`src/hdl/lnc_pkg.sv`:
```
// Shared types, codes and constants of the LFSR noise channel.
package lnc_pkg;

   // Field and register widths.
   localparam int unsigned LFSR_W     = 15;
   localparam int unsigned COUNT_W    = 16;
   localparam int unsigned LENGTH_W   = 8;
   localparam int unsigned LEVEL_W    = 4;
   localparam int unsigned INDEX_W    = 5;
   localparam int unsigned CSR_IDX_W  = 3;
   localparam int unsigned CSR_DATA_W = 16;

   // Feedback enters at the top bit of the shift register.
   localparam int unsigned FEEDBACK_BIT = 14;
   localparam int unsigned LONG_TAP     = 1;
   localparam int unsigned SHORT_TAP    = 6;

   localparam logic [LEVEL_W-1:0] LEVEL_MAX = 4'hF;
   localparam logic [LFSR_W-1:0]  LFSR_SEED = 15'd1;

   // Item kinds carried on req_tuser.
   typedef enum logic [1:0] {
      CMD_SAMPLE_TICK    = 2'd0,
      CMD_ENVELOPE_CLOCK = 2'd1,
      CMD_LENGTH_CLOCK   = 2'd2,
      CMD_LENGTH_LOAD    = 2'd3
   } cmd_type;

   // Register indexes on the configuration port.
   localparam logic [CSR_IDX_W-1:0] REG_SHORT_MODE         = 3'd0;
   localparam logic [CSR_IDX_W-1:0] REG_CONSTANT_VOLUME_ON = 3'd1;
   localparam logic [CSR_IDX_W-1:0] REG_LOOP_HALT          = 3'd2;
   localparam logic [CSR_IDX_W-1:0] REG_ENVELOPE_PERIOD    = 3'd3;
   localparam logic [CSR_IDX_W-1:0] REG_CONSTANT_VOLUME    = 3'd4;
   localparam logic [CSR_IDX_W-1:0] REG_SAMPLES_PER_SHIFT  = 3'd5;

   // Configuration as seen by the channel core.
   typedef struct packed {
      logic                  short_mode;
      logic                  constant_volume_on;
      logic                  loop_halt;
      logic [LEVEL_W-1:0]    envelope_period;
      logic [LEVEL_W-1:0]    constant_volume;
      logic [COUNT_W-1:0]    samples_per_shift;
   } cfg_type;

   // Length counter load values.
   localparam logic [LENGTH_W-1:0] LENGTH_TABLE [0:31] = '{
      8'd10,  8'd254, 8'd20, 8'd2,  8'd40, 8'd4,  8'd80, 8'd6,
      8'd160, 8'd8,   8'd60, 8'd10, 8'd14, 8'd12, 8'd26, 8'd14,
      8'd12,  8'd16,  8'd24, 8'd18, 8'd48, 8'd20, 8'd96, 8'd22,
      8'd192, 8'd24,  8'd72, 8'd26, 8'd16, 8'd28, 8'd32, 8'd30
   };

endpackage

```
`src/hdl/lnc_core.sv`:
```
// Channel state: LFSR, sample counter, length counter and envelope.
module lnc_core import lnc_pkg::*; (
   input  logic                 clock,
   input  logic                 reset,
   input  cfg_type              cfg,
   input  logic                 step_en,
   input  cmd_type              step_cmd,
   input  logic [INDEX_W-1:0]   step_index,
   output logic [LEVEL_W-1:0]   step_level
);

   logic [LFSR_W-1:0]   shift_ff, shift_in;
   logic [COUNT_W-1:0]  counter_ff, counter_in;
   logic [LENGTH_W-1:0] length_ff, length_in;
   logic [LEVEL_W-1:0]  env_level_ff, env_level_in;
   logic [LEVEL_W-1:0]  env_div_ff, env_div_in;
   logic                restart_ff, restart_in;

   logic [COUNT_W-1:0]  counter_inc;
   logic                feedback;
   logic [LFSR_W-1:0]   shifted;
   logic [LFSR_W-1:0]   lfsr_after;

   // Next shift register value when a shift is due.
   always_comb begin
      feedback    = shift_ff[0] ^ (cfg.short_mode ? shift_ff[SHORT_TAP] : shift_ff[LONG_TAP]);
      shifted     = {feedback, shift_ff[LFSR_W-1:1]};
      counter_inc = counter_ff + 1'b1;
   end

   // State update for the item in the input stage.
   always_comb begin
      shift_in     = shift_ff;
      counter_in   = counter_ff;
      length_in    = length_ff;
      env_level_in = env_level_ff;
      env_div_in   = env_div_ff;
      restart_in   = restart_ff;
      lfsr_after   = shift_ff;
      step_level   = '0;
      if (step_en) begin
         case (step_cmd)
            CMD_SAMPLE_TICK: begin
               // A silent channel neither counts nor shifts.
               if (length_ff != '0) begin
                  if (counter_inc >= cfg.samples_per_shift) begin
                     counter_in = '0;
                     lfsr_after = shifted;
                  end else begin
                     counter_in = counter_inc;
                  end
                  shift_in = lfsr_after;
                  if (!lfsr_after[0]) begin
                     step_level = cfg.constant_volume_on ? cfg.constant_volume
                                                         : env_level_ff;
                  end
               end
            end
            CMD_ENVELOPE_CLOCK: begin
               if (restart_ff) begin
                  env_div_in   = cfg.envelope_period;
                  env_level_in = LEVEL_MAX;
                  restart_in   = 1'b0;
               end else if (env_div_ff != '0) begin
                  env_div_in = env_div_ff - 1'b1;
               end else begin
                  env_div_in = cfg.envelope_period;
                  if (env_level_ff != '0) begin
                     env_level_in = env_level_ff - 1'b1;
                  end else if (cfg.loop_halt) begin
                     env_level_in = LEVEL_MAX;
                  end
               end
            end
            CMD_LENGTH_CLOCK: begin
               if (!cfg.loop_halt && length_ff != '0) begin
                  length_in = length_ff - 1'b1;
               end
            end
            CMD_LENGTH_LOAD: begin
               length_in  = LENGTH_TABLE[step_index];
               restart_in = 1'b1;
            end
            default: begin
            end
         endcase
      end
   end

   // State registers.
   always_ff @(posedge clock) begin
      if (reset) begin
         shift_ff     <= LFSR_SEED;
         counter_ff   <= '0;
         length_ff    <= '0;
         env_level_ff <= '0;
         env_div_ff   <= '0;
         restart_ff   <= 1'b0;
      end else begin
         shift_ff     <= shift_in;
         counter_ff   <= counter_in;
         length_ff    <= length_in;
         env_level_ff <= env_level_in;
         env_div_ff   <= env_div_in;
         restart_ff   <= restart_in;
      end
   end

   // The LFSR never falls into the all-zero lock-up state.
   a_lfsr_nonzero: assert property (@(posedge clock) disable iff (reset)
      shift_ff != '0)
      else $error("LFSR reached all zeros");

   // A length load always arms a restart and leaves a nonzero count.
   a_load_arms: assert property (@(posedge clock) disable iff (reset)
      step_en && step_cmd == CMD_LENGTH_LOAD |=> restart_ff && length_ff != '0)
      else $error("length load did not arm the channel");

endmodule

```
`src/hdl/lfsr_noise_channel.sv`:
```
// Top level of the LFSR noise channel: configuration, input stage and result register.
//
//   Channel   Direction  Handshake              Payload
//   req_      in         req_tvalid/req_tready  tuser: command, tdata: length_index
//   rsp_      out        rsp_tvalid/rsp_tready  tdata: sample_level
//   csr_      in         csr_we                 csr_index, csr_wdata
//
// An item is taken into the input register, and when it leaves that register it updates the
// channel state and, for a sample tick, loads the result register.
// One item per cycle is sustained while the result register is not stalled.
// Only a sample tick waiting for a full, stalled result register holds the input.
// Reset is synchronous and returns the configuration, the channel state and the valid flags to their initial values.
module lfsr_noise_channel import lnc_pkg::*; (
   input  logic                   clock,
   input  logic                   reset,
   input  logic                   req_tvalid,
   output logic                   req_tready,
   input  logic [1:0]             req_tuser,   // [1:0] command
   input  logic [7:0]             req_tdata,   // [4:0] length_index, [7:5] zero
   output logic                   rsp_tvalid,
   input  logic                   rsp_tready,
   output logic [7:0]             rsp_tdata,   // [3:0] sample_level, [7:4] zero
   input  logic                   csr_we,
   input  logic [CSR_IDX_W-1:0]   csr_index,
   input  logic [CSR_DATA_W-1:0]  csr_wdata
);

   cfg_type              cfg_ff;
   logic                 in_valid_ff;
   cmd_type              in_cmd_ff;
   logic [INDEX_W-1:0]   in_index_ff;
   logic                 out_valid_ff;
   logic [LEVEL_W-1:0]   out_level_ff;

   logic                 in_is_tick;
   logic                 out_free;
   logic                 in_advance;
   logic                 req_accept;
   logic [LEVEL_W-1:0]   step_level;

   // Configuration writes; unknown indexes are ignored.
   always_ff @(posedge clock) begin
      if (reset) begin
         cfg_ff <= '0;
      end else if (csr_we) begin
         case (csr_index)
            REG_SHORT_MODE:         cfg_ff.short_mode         <= csr_wdata[0];
            REG_CONSTANT_VOLUME_ON: cfg_ff.constant_volume_on <= csr_wdata[0];
            REG_LOOP_HALT:          cfg_ff.loop_halt          <= csr_wdata[0];
            REG_ENVELOPE_PERIOD:    cfg_ff.envelope_period    <= csr_wdata[LEVEL_W-1:0];
            REG_CONSTANT_VOLUME:    cfg_ff.constant_volume    <= csr_wdata[LEVEL_W-1:0];
            REG_SAMPLES_PER_SHIFT:  cfg_ff.samples_per_shift  <= csr_wdata[COUNT_W-1:0];
            default: begin
            end
         endcase
      end
   end

   // Flow control: an item leaves the input stage unless it needs a stalled output.
   always_comb begin
      in_is_tick = (in_cmd_ff == CMD_SAMPLE_TICK);
      out_free   = !out_valid_ff || rsp_tready;
      in_advance = in_valid_ff && (!in_is_tick || out_free);
      req_tready = !in_valid_ff || in_advance;
      req_accept = req_tvalid && req_tready;
   end

   // Input register.
   always_ff @(posedge clock) begin
      if (reset) begin
         in_valid_ff <= 1'b0;
      end else if (req_tready) begin
         in_valid_ff <= req_tvalid;
      end
   end

   always_ff @(posedge clock) begin
      if (req_accept) begin
         in_cmd_ff   <= cmd_type'(req_tuser);
         in_index_ff <= req_tdata[INDEX_W-1:0];
      end
   end

   lnc_core u_core (
      .clock      (clock),
      .reset      (reset),
      .cfg        (cfg_ff),
      .step_en    (in_advance),
      .step_cmd   (in_cmd_ff),
      .step_index (in_index_ff),
      .step_level (step_level)
   );

   // Result register.
   always_ff @(posedge clock) begin
      if (reset) begin
         out_valid_ff <= 1'b0;
      end else if (in_advance && in_is_tick) begin
         out_valid_ff <= 1'b1;
      end else if (rsp_tready) begin
         out_valid_ff <= 1'b0;
      end
   end

   always_ff @(posedge clock) begin
      if (in_advance && in_is_tick) begin
         out_level_ff <= step_level;
      end
   end

   assign rsp_tvalid = out_valid_ff;
   assign rsp_tdata  = {{(8-LEVEL_W){1'b0}}, out_level_ff};

   // A sample tick never overwrites a result that is still waiting.
   a_no_overwrite: assert property (@(posedge clock) disable iff (reset)
      out_valid_ff && !rsp_tready |=> out_valid_ff && $stable(out_level_ff))
      else $error("pending result was overwritten");

   // A new result only follows a sample tick leaving the input stage.
   a_result_source: assert property (@(posedge clock) disable iff (reset)
      $rose(out_valid_ff) |-> $past(in_valid_ff && in_cmd_ff == CMD_SAMPLE_TICK))
      else $error("result without a sample tick");

endmodule

```
`config.mk`:
```
export PLATFORM = sky130hd
export DESIGN_NAME = lfsr_noise_channel
export DESIGN_NICKNAME = d
export VERILOG_FILES = /design/src/hdl/lnc_pkg.sv /design/src/hdl/lnc_core.sv /design/src/hdl/lfsr_noise_channel.sv
export SDC_FILE = /design/constraint.sdc
export NUM_CORES = 1
export LEC_CHECK = 0
export BUFFER_PORTS_ARGS = -buffer_cell sky130_fd_sc_hd__buf_2
export CORE_UTILIZATION = 43
export CTS_BUF_LIST = sky130_fd_sc_hd__clkbuf_8 sky130_fd_sc_hd__clkbuf_16
export CTS_CLUSTER_SIZE = 14
export DETAILED_ROUTE_END_ITERATION = 7
export PLACE_DENSITY_LB_ADDON = 0.15
export SETUP_SLACK_MARGIN = 0.2
export SLEW_MARGIN = 20
export SYNTH_ARGS = -nofsm -noshare
export SYNTH_HDL_FRONTEND = slang
export SYNTH_SLANG_ARGS = --single-unit
```
`constraint.sdc`:
```
create_clock -name clock -period 3.4 [get_ports clock]
set_input_delay 0.51 -clock clock [delete_from_list [all_inputs] [get_ports clock]]
set_output_delay 0.51 -clock clock [all_outputs]
set_load 0.03 [all_outputs]
```
* Yosys cells after proc, flatten, opt, wreduce, memory -nomap -nowiden
Memories as Yosys holds them, arrays and structs flattened.
Cells that the tools add are included.
** Storage, ports and cells
- Flip-flop bits (word level) :: 88
- Memory bits (read-only) :: 256
- Input port bits :: 34
- Output and inout bits :: 10
- Word-level logic and storage cells :: 94
- Memories :: 1
** Operators by class
- $add $sub $neg :: 4
- Magnitude comparators :: 2
- Equality and inequality tests :: 11
- Multiplexer cells :: 20
- Bitwise logic cells :: 5
- Reduce and logical (&&, ||, !) cells :: 33
** Memory list
- (no name shown) :: depth 32, width 8, read ports 1, clocked after Yosys merged registers in 0, write ports 0, RTL line lnc_core.sv:81 : length_in = LENGTH_TABLE[step_index];
** Operator list (number)
- 15-bit 2-to-1 mux :: 4
- 4-bit 2-to-1 mux :: 7
- 8-bit 2-to-1 mux :: 3
- 16-bit by 1-bit adder with 16-bit output, second input constant :: 1
- 16-bit greater-or-equal comparator :: 1
- 16-bit 2-to-1 mux :: 1
- 8-bit one-hot mux with 2 select lines :: 1
- 2-bit AND reduction :: 8
- 4-bit AND reduction :: 2
- 4-bit nonzero test :: 2
- 8-bit nonzero test :: 1
- 4-bit by 1-bit subtractor with 4-bit output, second input constant :: 2
- 8-bit by 1-bit subtractor with 8-bit output, second input constant :: 1
- 3-bit by 2-bit == test with 1-bit output, second input constant :: 2
- 3-bit == test, second input constant :: 2
- 6-bit greater-or-equal comparator, second input constant :: 1
- 5-bit NOT with 6-bit output :: 1
- 3-bit AND reduction :: 2
- 2-bit nonzero test :: 3
- 2-bit == test, second input constant :: 2
- 1-bit logical AND :: 4
- 1-bit zero test :: 4
- 2-bit by 1-bit inequality test with 1-bit output, second input constant :: 2
- 4-bit by 3-bit inequality test with 1-bit output, second input constant :: 1
- 11 further kinds :: 17

* Logic depth before layout (Yosys ltp)
- Depth in word-level cells :: 7
- Mapped depth :: 13
- Depth with buffers taken out :: 12

* Hierarchy
A second synthesis with hierarchy kept.
** Unflattened totals
- Cell total of the unflattened synthesis :: 578
- Area, all modules :: 5237.5 um^2
** Modules (own cells, without submodules)
- lnc_core :: times used 1, cells an instance 436, area an instance 3552.2 um^2
- lfsr_noise_channel :: times used 1, cells an instance 142, area an instance 1685.4 um^2

* Worst setup path before layout
Ideal clock, no wire load.
- Kind :: reg-to-reg
- Start point :: reg u_core.counter_ff[4]
- End point :: reg u_core.shift_ff[14]
- Setup time :: 0.128 ns
- Arrival :: 3.463 ns
- Setup slack :: -0.190 ns
- Cell stages (with the launch flop) :: 14
- Period minus slack after synthesis :: 3.590 ns
- Cell sequence :: dfxtp_1 -> nand3_1 -> nor3_1 -> and2_1 -> and3_1 -> xor2_1 -> ha_1 -> nand4_2 -> or3_1 -> or4_4 -> a31oi_4 -> buf_12 -> mux2i_1 -> nor2_1
** On the way
- Word-level cells in the longest chain between the ends :: 4
** Ends and longest elaborated chain
- start, declared :: RTL line lnc_core.sv:13 : logic [COUNT_W-1:0] counter_ff, counter_in;
- start signal, assigned :: RTL line lnc_core.sv:101 : counter_ff <= counter_in;
- 16-bit by 1-bit adder with 16-bit output :: RTL line lnc_core.sv:28 : counter_inc = counter_ff + 1'b1;
- 16-bit greater-or-equal comparator :: RTL line lnc_core.sv:46 : if (counter_inc >= cfg.samples_per_shift) begin
- 4-bit by 3-bit inequality test with 1-bit output (no line)
- 4-bit AND reduction (no line)
- end signal, assigned :: RTL line lnc_core.sv:100 : shift_ff <= shift_in;
- end, declared :: RTL line lnc_core.sv:12 : logic [LFSR_W-1:0] shift_ff, shift_in;
Every way passes these cells.
A chain may end at the register's enable or synchronous reset.

* Final worst setup path
- Start point :: reg u_core.counter_ff[0]
- End point :: reg u_core.counter_ff[14]
** On the way
- Word-level cells in the longest chain between the ends :: 3
** Ends and longest elaborated chain (RTL line)
- 16-bit by 1-bit adder with 16-bit output * :: lnc_core.sv:28
- 16-bit greater-or-equal comparator :: lnc_core.sv:46
- 16-bit 2-to-1 mux * :: lnc_core.sv:46
Mark *: on every way between the ends. The rest lies on a longest branch, timed or not.

==> summary.md <==
| Metric | Value |
|---|---|
| Critical path's most frequent cell | nand3_4 |
| Crit path DAT | 3.38 ns |
| Post-DRT Antenna Nets | 0 |
| Final WS setup | 0.2612 ns |
| Hold path start | req_tuser[0] |
| First-pass GRT wire length | 17260 um |
| Routed length per instance | 13.97 um |
| DR pass1 iterations | 4 |
| Routability cong. | 0.8477 |
| Distinct cells, synth | 65 |
| Core Area | 10840 um^2 |
| Main synth FF type | dfxtp_1 |
| Critical Path RT | 3.65 ns |
| Crit path cell chain | ha_4 > nand3_4 > nor2_4 > nand3_2 > xnor2_2 > ha_1 > nand4_2 > or3_4 > or4_4 > nand3_4 > buf_8 > nor2_1 > a31o_2 |
| Clk slew on worst S/H paths | 0.10 ns |
| Final wirelength | 10410 um |
| Row count | 38 |
| Slowest cell on crit path | or4_4 |
| CTS Buf Count | 9 |
| Synth warn | 0 |
| Die extent in x | 107.4 um |
| Crit. End Element | flop |
| Initial antenna violation count | 0 |
| Final nets | 661 |
| Fin. max-slew vios | 0 |
| RSZ-0062 raised after global routing | yes |
| Leak | 2.193 nW |
| Final instance area | 5598 um^2 |
| Mapped Avg Cell Area | 8.607 um^2 |
| Critical R2R Launch | u_core.counter_ff[0] |
| Worst Setup Path Type | flop to flop |
| Final period util | 92.32% |
| Delay-heaviest family, CP | simple AND/OR/NAND/NOR gates |
| WHS Path Cells | 1 |
| Largest net degree at the start of global routing | 34 |
| # H-tree levels | 3 |
| Final setup fails | 0 |
| GRT overflow | 0 |
| Longest Clk Path Bufs | 2 |
| Hold crit path type | input port to flop |
| Ant diodes | 0 |
| Relative slew margins | 54.36% |
| Reg2reg end | u_core.counter_ff[14] |
| DR iter-0 viols | 124 |
| P&R area growth vs syn | 17.18% |
| TNS Setup | 0 ns |
| Critical path buffers and inverters | 1 |
| Startpoint types | flop |
| Clock sinks | 88 |
| Share of layout cells above drive strength 1 | 20.83% |
| Status | finished, final reports clean |
| Crit Path Max Fanout | 15 |
| Final core occ | 51.64% |
| Leading cell types in the layout, fill and taps excluded | dfxtp_1, nor2_1, nand2_1 |
| PortBufs | 36 |
| Register-to-Register Path Depth | 13 |
| EDFF count, synth | 11 |
| Die H | 107.4 um |
| Worst Skew | 0.01414 ns |
| Max cap viols | 0 |
| Worst path max stage delay | 0.53 ns |
| Vias | 3934 |
| Register area share after synthesis | 39.18% |
| Worst Max-Slew Pin Slew | 0.6821 ns |
| PwrDens | 365.7 nW/um^2 |
| Via density | 5.281 |
| Post-synth ARST share | 0% |
| Placement Cell Area | 5187 um^2 |
| Die Area | 11530 um^2 |
| Vias in the first global route | 3682 |
| Tmin final | 3.139 ns |
| Clk Tree Root Cell | clkbuf_8 |
| Syn Inst Count | 555 |
| Clock latency on the worst-skew pair | 0.36 ns |
| WHS Endpoint | in_cmd_ff[0] |
| Max Clk Rate | 318.6 MHz |
| Residual DRC | 0 |
| Reg2reg setup slack | 0.26 ns |
| Initial Util | 44.07% |
| Fin. Hold Viols | 0 |
| # IOs | 44 |
| Most common cell after layout, fill and taps aside | dfxtp_1 |
| Cell area after synthesis | 4777 um^2 |
| Global Route Usage Sum | 18.95% |
| Synth Register Bits | 88 |
| DP HPWL | 7313 um |
| CTS tree | yes |
| Worst vdd ir | 203.0 uV |
| Placement Setup Slack | 0.02972 ns |
[report_power, final]
group / internal (mW) / switching (mW)
clock: 0.271 / 0.402
combinational: 0.115 / 0.163
sequential: 1.07 / 0.0269
[worst reg2reg max path, delay by kind of cell (launching register included)]
family / cells / cell delay [ns]
adders and majority gates: 2 / 0.46
AOI/OAI and AO/OA: 1 / 0.25
xor gates and xnor gates: 1 / 0.19
and+or+nand+nor: 8 / 1.58
DFF: 1 / 0.38
buffers and inverters: 1 / 0.17
[synthesized netlist by cell type (4+ instances only)]
master	count	area [um^2]
inv_1	29	108.9
xor2_1	8	70.07
mux2i_1	33	330.3
o21ai_0	14	70.07
o211ai_1	4	30.03
nand3_1	10	50.05
nor2b_1	8	50.05
a21oi_1	44	220.2
buf_4	4	30.03
and3_1	7	43.79
o31ai_1	9	67.56
clkbuf_1	21	78.83
xnor2_1	7	61.31
nor3b_1	8	60.06
edfxtp_1	11	330.3
or3_1	5	31.28
nor2_1	66	247.7
nor3_1	20	100.1
a22o_1	8	70.07
dfxtp_1	77	1541
nand2_1	64	240.2
a31oi_1	4	25.02
ha_1	27	337.8
[cells by family (layout without fill, tap and decap cells)]
family,count (synthesis),count (layout),share of synthesized area [%]
AO/OA/AOI/OAI,112,112,15.90
XOR/XNOR,15,15,2.750
adder cells (fa/ha/maj),27,27,7.072
buffers and inverters,59,106,5.317
flip-flops,88,88,39.18
multiplexers,36,36,7.622
other,1,4,0.07850
AND/OR/NAND/NOR,217,217,22.08
[area by class of cell]
type,instances,area [um^2]
sequential,88,1896
multi-input combinational,411,2836
fill,1046,5243
clock inverter,7,53.80
timing repair buffer,61,404.1
clock buffer,9,123.9
inverter,29,108.9
tap,140,175.2
[routing by layer]
layer	global-route usage, %	share of wire (%)	up-vias	wire, um
met2	31.34	48	42	4960
met1	24.71	48	1846	5017
met3	3.814	2.4	16	254
met4	6.067	1.7	0	174
li1	-	-	2030	-
met5	0	0	-	0
[how the worst max path moves through the flow]
| stage | start | to | slack [ns] | cells past startpoint |
|---|---|---|---|---|
| 2_1_floorplan | u_core.counter_ff[4] | u_core.shift_ff[14] | 0.21 | 13 |
| 3_3_place_gp | u_core.counter_ff[0] | u_core.counter_ff[10] | 0.06 | 13 |
| 3_5_place_dp | u_core.counter_ff[0] | u_core.counter_ff[2] | 0.03 | 13 |
| 4_1_cts | u_core.counter_ff[6] | out_level_ff[1] | 0.20 | 12 |
| 5_1_grt | u_core.counter_ff[6] | u_core.shift_ff[12] | 0.13 | 13 |
| 6_report | u_core.counter_ff[0] | u_core.counter_ff[14] | 0.26 | 13 |
[registers in the layout, summed over array words and instances (netlist names), 2 cells and up]
signal               count
in_index_ff              5
in_cmd_ff                2
u_core.env_div_ff        4
u_core.length_ff         8
u_core.env_level_ff      4
out_level_ff             4
u_core.counter_ff       16
cfg_ff                  27
u_core.shift_ff         15
[timing repair]
item,CTS,global route
pin swaps,3,21
buffers inserted,5,5
hold buffers,0,0
gates resized for setup,9,21
endpoints found under the setup margin,33,35
[through the flow]
stage / hold WS (ns) / power [mW] / instances
after CTS: 0.3043 / 2.059 / 740
after detailed placement: 0.4465 / 1.384 / 719
after floorplan: 0.4363 / 1.313 / 558
after global placement: 0.4463 / 1.379 / 719
after global routing: 0.3017 / 2.148 / 745
final: 0.3229 / 2.047 / 745
Power figures use the tool's default switching activity.
